<file path="src/sv/dni_pkg.sv">
// Shared types and constants for the DMA network interface.
`timescale 1ns / 1ps

package dni_pkg;

   localparam int FLIT_W   = 16;
   localparam int ADDR_W   = 32;
   localparam int LEN_W    = 16;
   localparam int FUNC_W   = 2;
   localparam int CSR_W    = 32;
   localparam int CSR_AW   = 3;
   localparam int REQ_BITS = 88;
   localparam int RSP_BITS = 104;

   localparam logic [ADDR_W-1:0] ADDR_STEP     = ADDR_W'(2);
   localparam logic [LEN_W-1:0]  TIMESLICE_RST = LEN_W'(16);

   typedef enum logic [FUNC_W-1:0] {
      FUNC_TICK = 2'd0,
      FUNC_SEND = 2'd1,
      FUNC_RECV = 2'd2
   } func_type;

   typedef enum logic [1:0] {
      MODE_ROUND = 2'd0,
      MODE_SEND  = 2'd1,
      MODE_RECV  = 2'd2
   } mode_type;

   typedef enum logic [1:0] {
      PH_WAIT   = 2'd0,
      PH_COPY   = 2'd1,
      PH_FINISH = 2'd2
   } phase_type;

   typedef enum logic [1:0] {
      KIND_NONE = 2'd0,
      KIND_SEND = 2'd1,
      KIND_RECV = 2'd2
   } kind_type;

   // Register index of timeslice on the configuration port
   localparam logic CSR_IDX_TIMESLICE = 1'b0;

   // Result beat; last member lands in the lowest bits
   typedef struct packed {
      logic              recv_busy;
      logic              send_busy;
      logic [ADDR_W-1:0] rd_addr;
      logic [FLIT_W-1:0] wr_data;
      logic [ADDR_W-1:0] wr_addr;
      logic              wr_valid;
      logic              in_pop;
      logic [FLIT_W-1:0] out_flit;
      logic              out_valid;
   } result_type;

endpackage

</file>
<file path="src/sv/dni_core.sv">
// Arbiter, receiver and sender state with their one-beat update.
`timescale 1ns / 1ps

module dni_core import dni_pkg::*; (
   input  logic              clock,
   input  logic              reset,
   input  logic              step,
   input  func_type          func,
   input  logic [ADDR_W-1:0] cmd_addr,
   input  logic [LEN_W-1:0]  cmd_len,
   input  logic [FLIT_W-1:0] mem_flit,
   input  logic [FLIT_W-1:0] in_flit,
   input  logic              in_valid,
   input  logic [LEN_W-1:0]  timeslice,
   output result_type        result
);

   mode_type          arb_mode_ff, arb_mode_in;
   logic              recv_prio_ff, recv_prio_in;
   logic [LEN_W-1:0]  hold_ff, hold_in;
   phase_type         send_phase_ff, send_phase_in;
   phase_type         recv_phase_ff, recv_phase_in;
   logic [ADDR_W-1:0] send_ptr_ff, send_ptr_in;
   logic [LEN_W-1:0]  send_left_ff, send_left_in;
   logic [ADDR_W-1:0] recv_ptr_ff, recv_ptr_in;
   logic [LEN_W-1:0]  recv_left_ff, recv_left_in;
   kind_type          pend_kind_ff, pend_kind_in;
   logic [ADDR_W-1:0] pend_addr_ff, pend_addr_in;
   logic [LEN_W-1:0]  pend_len_ff, pend_len_in;

   logic s_copy, r_copy, slice_up;

   assign s_copy   = (send_phase_ff == PH_COPY);
   assign r_copy   = (recv_phase_ff == PH_COPY);
   assign slice_up = (hold_ff >= timeslice);

   always_comb begin
      arb_mode_in   = arb_mode_ff;
      recv_prio_in  = recv_prio_ff;
      hold_in       = hold_ff;
      send_phase_in = send_phase_ff;
      recv_phase_in = recv_phase_ff;
      send_ptr_in   = send_ptr_ff;
      send_left_in  = send_left_ff;
      recv_ptr_in   = recv_ptr_ff;
      recv_left_in  = recv_left_ff;
      pend_kind_in  = pend_kind_ff;
      pend_addr_in  = pend_addr_ff;
      pend_len_in   = pend_len_ff;
      result        = '0;

      if (step) begin
         unique case (func)
            FUNC_SEND, FUNC_RECV: begin
               pend_kind_in = (func == FUNC_SEND) ? KIND_SEND : KIND_RECV;
               pend_addr_in = cmd_addr;
               pend_len_in  = cmd_len;
            end
            FUNC_TICK: begin
               // arbiter: release on finish or on an expired slice with the other side waiting
               if (arb_mode_ff == MODE_SEND || arb_mode_ff == MODE_RECV) begin
                  if ((arb_mode_ff == MODE_SEND &&
                       (send_phase_ff == PH_FINISH || (slice_up && r_copy))) ||
                      (arb_mode_ff == MODE_RECV &&
                       (recv_phase_ff == PH_FINISH || (slice_up && s_copy)))) begin
                     hold_in      = '0;
                     arb_mode_in  = MODE_ROUND;
                     recv_prio_in = ~recv_prio_ff;
                  end else if (hold_ff != '1) begin
                     hold_in = hold_ff + LEN_W'(1);
                  end
               end else if (recv_prio_ff) begin
                  if (r_copy)      arb_mode_in = MODE_RECV;
                  else if (s_copy) arb_mode_in = MODE_SEND;
               end else begin
                  if (s_copy)      arb_mode_in = MODE_SEND;
                  else if (r_copy) arb_mode_in = MODE_RECV;
               end

               // receiver
               if (r_copy) begin
                  pend_kind_in = KIND_NONE;
                  if (arb_mode_in == MODE_RECV && in_valid) begin
                     result.in_pop   = 1'b1;
                     result.wr_valid = 1'b1;
                     result.wr_addr  = recv_ptr_ff;
                     result.wr_data  = in_flit;
                     recv_ptr_in     = recv_ptr_ff + ADDR_STEP;
                     recv_left_in    = recv_left_ff - LEN_W'(1);
                     if (recv_left_in == '0) recv_phase_in = PH_FINISH;
                  end
               end else if (recv_phase_ff == PH_FINISH) begin
                  recv_phase_in = PH_WAIT;
               end else begin
                  recv_phase_in = PH_WAIT;
                  if (pend_kind_ff == KIND_RECV) begin
                     recv_ptr_in   = pend_addr_ff;
                     recv_left_in  = pend_len_ff;
                     recv_phase_in = PH_COPY;
                  end
               end

               // sender sees the pending job after the receiver had its turn
               if (s_copy) begin
                  pend_kind_in = KIND_NONE;
                  if (arb_mode_in == MODE_SEND) begin
                     result.out_valid = 1'b1;
                     result.out_flit  = mem_flit;
                     send_ptr_in      = send_ptr_ff + ADDR_STEP;
                     send_left_in     = send_left_ff - LEN_W'(1);
                     if (send_left_in == '0) send_phase_in = PH_FINISH;
                  end
               end else if (send_phase_ff == PH_FINISH) begin
                  send_ptr_in   = '0;
                  send_left_in  = '0;
                  send_phase_in = PH_WAIT;
               end else begin
                  send_phase_in = PH_WAIT;
                  if (pend_kind_in == KIND_SEND) begin
                     send_ptr_in   = pend_addr_ff;
                     send_left_in  = pend_len_ff;
                     send_phase_in = PH_COPY;
                  end
               end
            end
            default: begin
            end
         endcase
      end

      result.rd_addr   = send_ptr_in;
      result.send_busy = (send_phase_in != PH_WAIT);
      result.recv_busy = (recv_phase_in != PH_WAIT);
   end

   always_ff @(posedge clock) begin
      if (reset) begin
         arb_mode_ff   <= MODE_ROUND;
         recv_prio_ff  <= 1'b0;
         hold_ff       <= '0;
         send_phase_ff <= PH_WAIT;
         recv_phase_ff <= PH_WAIT;
         send_ptr_ff   <= '0;
         send_left_ff  <= '0;
         recv_ptr_ff   <= '0;
         recv_left_ff  <= '0;
         pend_kind_ff  <= KIND_NONE;
         pend_addr_ff  <= '0;
         pend_len_ff   <= '0;
      end else begin
         arb_mode_ff   <= arb_mode_in;
         recv_prio_ff  <= recv_prio_in;
         hold_ff       <= hold_in;
         send_phase_ff <= send_phase_in;
         recv_phase_ff <= recv_phase_in;
         send_ptr_ff   <= send_ptr_in;
         send_left_ff  <= send_left_in;
         recv_ptr_ff   <= recv_ptr_in;
         recv_left_ff  <= recv_left_in;
         pend_kind_ff  <= pend_kind_in;
         pend_addr_ff  <= pend_addr_in;
         pend_len_ff   <= pend_len_in;
      end
   end

endmodule

</file>
<file path="src/sv/dma_network_interface.sv">
// Top level of the DMA network interface: stream ports, result register, timeslice CSR.
//
// Each request beat is either a command (post a send or receive job with a start
// byte address and a flit count, 0 meaning 65536) or one clock tick of the
// interface. A tick runs the memory-port arbiter, then the receiver, then the
// sender, and moves at most one 16-bit flit per side; addresses advance by 2 per
// flit. Every request beat produces exactly one response beat carrying the flit
// traffic of that tick plus the send address whose memory flit must arrive with
// the next tick. Throughput is one beat per cycle: the whole update runs in a
// single pass from the accepted request into the response register, and a new
// request is taken whenever that register is empty or is being drained in the
// same cycle. The timeslice register (byte address 0, reset 16) sets how many
// ticks a side may hold memory before a waiting side preempts; write it only
// while no beats are in flight.
`timescale 1ns / 1ps

module dma_network_interface import dni_pkg::*; (
   input  logic                clock,
   input  logic                reset,
   // request stream
   input  logic                req_tvalid,
   output logic                req_tready,
   // tdata: cmd_addr[31:0], cmd_len[47:32], mem_flit[63:48], in_flit[79:64],
   //        in_valid[80], zero[87:81]
   input  logic [REQ_BITS-1:0] req_tdata,
   // tuser: func[1:0]
   input  logic [FUNC_W-1:0]   req_tuser,
   // response stream
   output logic                rsp_tvalid,
   input  logic                rsp_tready,
   // tdata: out_valid[0], out_flit[16:1], in_pop[17], wr_valid[18], wr_addr[50:19],
   //        wr_data[66:51], rd_addr[98:67], send_busy[99], recv_busy[100], zero[103:101]
   output logic [RSP_BITS-1:0] rsp_tdata,
   // configuration port
   input  logic                csr_psel,
   input  logic                csr_penable,
   input  logic                csr_pwrite,
   input  logic [CSR_AW-1:0]   csr_paddr,
   input  logic [CSR_W-1:0]    csr_pwdata,
   output logic [CSR_W-1:0]    csr_prdata,
   output logic                csr_pready
);

   localparam int RES_W = $bits(result_type);

   logic              rsp_valid_ff, rsp_valid_in;
   result_type        rsp_data_ff;
   result_type        result;
   logic [LEN_W-1:0]  timeslice_ff;
   logic              step;
   logic              csr_hit;

   // Take a new beat whenever the response slot is empty or frees up this cycle
   assign req_tready = ~rsp_valid_ff | rsp_tready;
   assign step       = req_tvalid & req_tready;

   dni_core u_core (
      .clock     (clock),
      .reset     (reset),
      .step      (step),
      .func      (func_type'(req_tuser)),
      .cmd_addr  (req_tdata[ADDR_W-1:0]),
      .cmd_len   (req_tdata[ADDR_W +: LEN_W]),
      .mem_flit  (req_tdata[ADDR_W+LEN_W +: FLIT_W]),
      .in_flit   (req_tdata[ADDR_W+LEN_W+FLIT_W +: FLIT_W]),
      .in_valid  (req_tdata[ADDR_W+LEN_W+2*FLIT_W]),
      .timeslice (timeslice_ff),
      .result    (result)
   );

   // Hold the response until taken; reload on every accepted request
   always_comb begin
      rsp_valid_in = rsp_valid_ff;
      if (step)            rsp_valid_in = 1'b1;
      else if (rsp_tready) rsp_valid_in = 1'b0;
   end

   always_ff @(posedge clock) begin
      if (reset) begin
         rsp_valid_ff <= 1'b0;
      end else begin
         rsp_valid_ff <= rsp_valid_in;
      end
   end

   always_ff @(posedge clock) begin
      if (step) begin
         rsp_data_ff <= result;
      end
   end

   assign rsp_tvalid = rsp_valid_ff;
   assign rsp_tdata  = {(RSP_BITS - RES_W)'(0), rsp_data_ff};

   // CSR: one register, word index taken from paddr bit 2
   assign csr_pready = 1'b1;
   assign csr_hit    = (csr_paddr[2] == CSR_IDX_TIMESLICE);

   always_ff @(posedge clock) begin
      if (reset) begin
         timeslice_ff <= TIMESLICE_RST;
      end else if (csr_psel && csr_penable && csr_pwrite && csr_pready && csr_hit) begin
         timeslice_ff <= csr_pwdata[LEN_W-1:0];
      end
   end

   assign csr_prdata = csr_hit ? {(CSR_W - LEN_W)'(0), timeslice_ff} : '0;

endmodule

</file>
<file path="config.mk">
export PLATFORM = sky130hd
export DESIGN_NAME = dma_network_interface
export DESIGN_NICKNAME = d
export VERILOG_FILES = /design/src/sv/dni_pkg.sv /design/src/sv/dni_core.sv /design/src/sv/dma_network_interface.sv
export SDC_FILE = /design/constraint.sdc
export NUM_CORES = 1
export LEC_CHECK = 0
export ABC_AREA = 1
export BUFFER_PORTS_ARGS = -buffer_cell sky130_fd_sc_hd__buf_4
export CAP_MARGIN = 20
export CORE_MARGIN = 4
export CORE_UTILIZATION = 53
export DETAILED_ROUTE_END_ITERATION = 8
export PLACE_DENSITY_LB_ADDON = 0.25
export SLEW_MARGIN = 20
export SYNTH_ARGS = -nofsm -noshare
export SYNTH_HDL_FRONTEND = slang
export SYNTH_SLANG_ARGS = --single-unit
export TNS_END_PERCENT = 50
</file>
<file path="constraint.sdc">
create_clock -name clock -period 6.91 [get_ports clock]
set_input_delay 0.691 -clock clock [delete_from_list [all_inputs] [get_ports clock]]
set_output_delay 0.691 -clock clock [all_outputs]
set_load 0.005 [all_outputs]
</file>
==> results.env <==
CTS_INSERTED_BUFFERS=30
WORST-R2R-CELL-COUNT=17
FOOTPRINT_OF_THE_MULTI_INPUT_GATES_UM2=7120
SYNTH.YOSYS.SEQ_AREA_SHARE=0.434
SYNTHCELLS=2147
FINALWORSTPATHREQUIREDPERIOD_PS=3980
LAYOUT.NETS=2472
CRITPATHBUFINV=0
METAL3_WL_UM=2900
WORST_CLOCK_SKEW_PS=21.1
NUMPORTBUFFERS=225
SYNTH_AREA_LEADER_CELL='sky130_fd_sc_hd__dfxtp_1'
WORST-SLEW-PIN-TRANSITION_PS=1080
VIAS_PER_CELL=5.25
AREA_GROWTH_PCT=17.6
CRITPATHSLOWESTCELL='sky130_fd_sc_hd__nand2_2'
DRT_FIRST_PASS_ITERS=6
DP_HPWL_UM=29300
DRIVE_ABOVE_1_SHARE=0.138
MET2_WIRELENGTH_UM=19300
TOTAL_ROUTING_RESOURCE_UTILIZATION_AFTER_GLOBAL_ROUTING=0.252
SLEW_VIOL_FINAL=0
DIE_W_UM=179
CRITPATHREQUIREDTIME_PS=7370
P_PER_AREA_nW_PER_UM2=223
WORST_R2R_ENDPOINT='u_core.send_left_ff[2]'
GRT_PASS1_VIAS=13316
DRT_FIRST_ITER_VIOLATIONS=1228
SEQ_AREA_UM2=6730
SYN_AREA_UM2=15500
IOPINCOUNT=271
N_FILL_CELL=2558
END_KIND='flip-flop'
GLOBALPLACE.CONGESTION=0.927
REGTOREGSETUPSLACK_PS=2930
MIN-DELAY-PATH-CLASS='input port to flip-flop'
YS_TYPES=46
POST-PLACE-CELLS=2662
ROWS=62
CELL_CHAIN_CRITICAL_PATH='ha_1 -> a21oi_1 -> o21ai_0 -> a21oi_1 -> nand2_1 -> nand2_1 -> nand2_1 -> nand2_1 -> nand3_1 -> nand2_2 -> nand2_2 -> nor2_4 -> nand2_2 -> nand2_4 -> nand2_1 -> nand2_1 -> nor2_1'
INITIAL_CORE_UTIL=0.539
M1WIRELENGTH_UM=17600
OUTCOME='finished clean'
WORSTHOLDENDPOINT='timeslice_ff[4]'
FMAX_MHz=251
SYNTH_AREA_PER_CELL_UM2=7.22
POST-ROUTE-PERIOD-UTIL=0.575
FINAL_CELLS=2720
ANT_NETS=0
FINAL_HOLD_VIOL_COUNT=0
TIMING.CRITICAL_PATH.FANOUT_MAX=34
RSZ0062_AT_GRT='false'
FINAL_UTIL=0.633
MAXIMUM_IR_DROP_ON_THE_VDD_RAIL_V=0.000175
NUMBER_OF_FLOPS_MAPPED_TO_ENABLE_CELLS_BY_YOSYS=100
SYNTH-MAIN-FF-CELL='sky130_fd_sc_hd__dfxtp_1'
CLK_TRANSITION_REPORTED_PATHS_PS=70
HOLDPATHSTAGES=3
HOLD_PATH.STARTPOINT='csr_pwdata[4]'
ROUTED-VIA-COUNT=14287
CLOCKBUFFERDEPTH=3
ASR_FLOP_RATIO_SYNTH=0
POST_CTS_BUFFERS=0
GRT_MAX_DEGREE=83
ANTENNA_FOUND_INITIAL=1
DIE-AREA_UM2=32100
HOLD-WORST-SLACK_PS=355
CELLLEAKAGEPOWER_nW=8.37
CRIT_PATH_START_KIND='flip-flop'
RR_STARTPOINT='u_core.hold_ff[11]'
GLOBAL_ROUTE_WIRE_LENGTH_BEFORE_REPAIR_UM=66300
CTS_REPAIR_RESIZE_COUNT=0
SYNTH_WARNINGS=0
CTSHOLDBUFFERS=0
DR.MAX_LAYER_USED='met4'
SLEW_MARGIN_REL=0.281
FINALSETUPTNS_PS=0
CP_TOP_FAMILY='simple AND/OR/NAND/NOR gates'
WORST_PATH_MOST_REPEATED_CELL='sky130_fd_sc_hd__nand2_1'
CLOCK_INSERTION_DELAY_WORST_SKEW_PS=570
POST-ROUTE-DRC-COUNT=0
CP_DATA_ARRIVAL_TIME_PS=4430
DIE_H_UM=179
TIMING.CRITICAL_PATH.SLOWEST_CELL_DELAY_PS=610
WORSTSETUPPATHTYPE='flip-flop to flip-flop'
CTS_TREE='done'
MAXCAPVIOLCOUNT=0
TOTAL_POWER_mW=4.06
POST_SYNTH_MAIN_AREA_CONTRIBUTORS='sky130_fd_sc_hd__dfxtp_1 24%, sky130_fd_sc_hd__edfxtp_1 19%, sky130_fd_sc_hd__nand2_1 11%, sky130_fd_sc_hd__nor2_1 7.6%, sky130_fd_sc_hd__inv_1 6.8%'
TOTAL_ROUTED_WIRELENGTH_UM=41600
FINAL-SETUP-VIOL-COUNT=0
SYNTH-SEQ-CELLS=286
DETAIL_ROUTE.WL_PER_CELL_UM=15.3
HTREEDEPTH=1
CLKSINKCOUNT=286
ROOT_BUFFER='sky130_fd_sc_hd__clkbuf_16'
GLOBALROUTEOVERFLOWTOTAL=0
CORE_AREA_UM2=28800
SYNTH.TOP_CELL.AREA_SHARE=0.240
-- worst max path at each step --
stage	slack, ps	cells after the start	endpoint	from
global route	2490	19	u_core.send_left_ff[10]	u_core.hold_ff[7]
floorplan	2910	9	u_core.pend_addr_ff[31]	rsp_tready
detailed placement	3020	17	u_core.send_left_ff[7]	u_core.hold_ff[11]
CTS	2960	14	rsp_tdata[16]	u_core.hold_ff[11]
finish	2930	17	u_core.send_left_ff[2]	u_core.hold_ff[11]
global placement	3070	17	u_core.send_left_ff[11]	u_core.hold_ff[11]
-- routing by layer --
layer / GRT usage / vias up
met5: 0 / -
met4: 0.103 / 0
met3: 0.0283 / 81
met2: 0.426 / 514
met1: 0.329 / 6513
li1: - / 7179
-- through the flow --
stage,instance area (um^2),setup slack (ps)
3_3_place_gp,17200,3070
5_1_grt,18200,2490
4_1_cts,18200,2960
2_1_floorplan,15600,2910
3_5_place_dp,17200,3020
6_report,18200,2930
-- final cells by class --
| cell class | instances | area share |
|---|---|---|
| multi-input cells | 1468 | 0.391 |
| flip-flops and latches | 286 | 0.369 |
| repair buffers | 234 | 0.0964 |
| inverters | 290 | 0.0599 |
| clock buffers | 42 | 0.0487 |
| well taps | 384 | 0.0264 |
| clock inverters | 14 | 0.00879 |
| diodes | 2 | 0.000275 |
-- power by group --
group | leakage (nW) | internal [mW] | total (mW) | switching, mW
clock | 0.508 | 0.979 | 1.67 | 0.692
sequential | 2.53 | 1.83 | 1.87 | 0.0440
combinational | 5.33 | 0.197 | 0.522 | 0.325
total | 8.37 | 3.00 | 4.06 | 1.06
-- cell usage after synthesis, types with 3 or more instances --
cell type                  instances
sky130_fd_sc_hd__nand2_1         474
sky130_fd_sc_hd__nor2_1          314
sky130_fd_sc_hd__inv_1           282
sky130_fd_sc_hd__dfxtp_1         186
sky130_fd_sc_hd__a21oi_1         163
sky130_fd_sc_hd__o21ai_0         124
sky130_fd_sc_hd__nand3_1         103
sky130_fd_sc_hd__edfxtp_1        100
sky130_fd_sc_hd__clkbuf_1         66
sky130_fd_sc_hd__xor2_1           61
sky130_fd_sc_hd__nor3_1           38
sky130_fd_sc_hd__o22ai_1          33
sky130_fd_sc_hd__ha_1             30
sky130_fd_sc_hd__buf_4            23
sky130_fd_sc_hd__nand4_1          19
sky130_fd_sc_hd__nor4_1           16
sky130_fd_sc_hd__buf_2            15
sky130_fd_sc_hd__nand3b_1         12
sky130_fd_sc_hd__a22oi_1           8
sky130_fd_sc_hd__buf_1             7
sky130_fd_sc_hd__xnor2_1           7
sky130_fd_sc_hd__a31oi_1           6
sky130_fd_sc_hd__buf_6             6
sky130_fd_sc_hd__inv_2             6
sky130_fd_sc_hd__nand2_2           6
sky130_fd_sc_hd__nor3_2            6
sky130_fd_sc_hd__a211oi_1          4
sky130_fd_sc_hd__clkbuf_8          3
sky130_fd_sc_hd__nand2_4           3
sky130_fd_sc_hd__nor3_4            3
sky130_fd_sc_hd__or2_2             3
-- worst min-delay path: stages --
cell,delay (ps)
sky130_fd_sc_hd__buf_4,70
sky130_fd_sc_hd__nand2_1,50
sky130_fd_sc_hd__o211ai_1,60
-- cells in the final DEF (no fill, tap or decap), types with 3 or more instances in the layout --
| cell | instances |
|---|---|
| sky130_fd_sc_hd__nand2_1 | 473 |
| sky130_fd_sc_hd__nor2_1 | 314 |
| sky130_fd_sc_hd__inv_1 | 279 |
| sky130_fd_sc_hd__buf_4 | 234 |
| sky130_fd_sc_hd__dfxtp_1 | 186 |
| sky130_fd_sc_hd__a21oi_1 | 163 |
| sky130_fd_sc_hd__o21ai_0 | 124 |
| sky130_fd_sc_hd__nand3_1 | 103 |
| sky130_fd_sc_hd__edfxtp_1 | 100 |
| sky130_fd_sc_hd__xor2_1 | 61 |
| sky130_fd_sc_hd__nor3_1 | 38 |
| sky130_fd_sc_hd__o22ai_1 | 33 |
| sky130_fd_sc_hd__clkbuf_16 | 31 |
| sky130_fd_sc_hd__ha_1 | 29 |
| sky130_fd_sc_hd__conb_1 | 20 |
| sky130_fd_sc_hd__nand4_1 | 19 |
| sky130_fd_sc_hd__nor4_1 | 16 |
| sky130_fd_sc_hd__nand3b_1 | 12 |
| sky130_fd_sc_hd__a22oi_1 | 8 |
| sky130_fd_sc_hd__nand2_2 | 7 |
| sky130_fd_sc_hd__xnor2_1 | 7 |
| sky130_fd_sc_hd__clkbuf_8 | 7 |
| sky130_fd_sc_hd__nor3_2 | 6 |
| sky130_fd_sc_hd__a31oi_1 | 6 |
| sky130_fd_sc_hd__inv_2 | 5 |
| sky130_fd_sc_hd__clkinv_1 | 4 |
| sky130_fd_sc_hd__clkinv_2 | 4 |
| sky130_fd_sc_hd__a211oi_1 | 4 |
| sky130_fd_sc_hd__clkbuf_1 | 4 |
| sky130_fd_sc_hd__nand2_4 | 3 |
| sky130_fd_sc_hd__nor3_4 | 3 |
| sky130_fd_sc_hd__or2_2 | 3 |
| sky130_fd_sc_hd__clkinvlp_4 | 3 |
-- sequential cells by signal (all words and copies together) (netlist names), 16 cells and up --
register,cells
rsp_tdata,100
timeslice_ff,16
u_core.recv_ptr_ff,32
u_core.send_ptr_ff,32
u_core.pend_addr_ff,32
u_core.recv_left_ff,16
u_core.send_left_ff,16
u_core.hold_ff,16
u_core.pend_len_ff,16
-- kinds of logic after synthesis --
logic type / after synthesis / share of synthesized area
XOR/XNOR: 68 / 0.0384
adder cells (fa/ha/maj): 30 / 0.0242
AND/OR/NAND/NOR: 1005 / 0.274
flip-flops: 286 / 0.434
AO/OA/AOI/OAI: 345 / 0.118
buffers and inverters: 411 / 0.112
other: 2 / 0.000484
(Power assumes the default switching activity.)
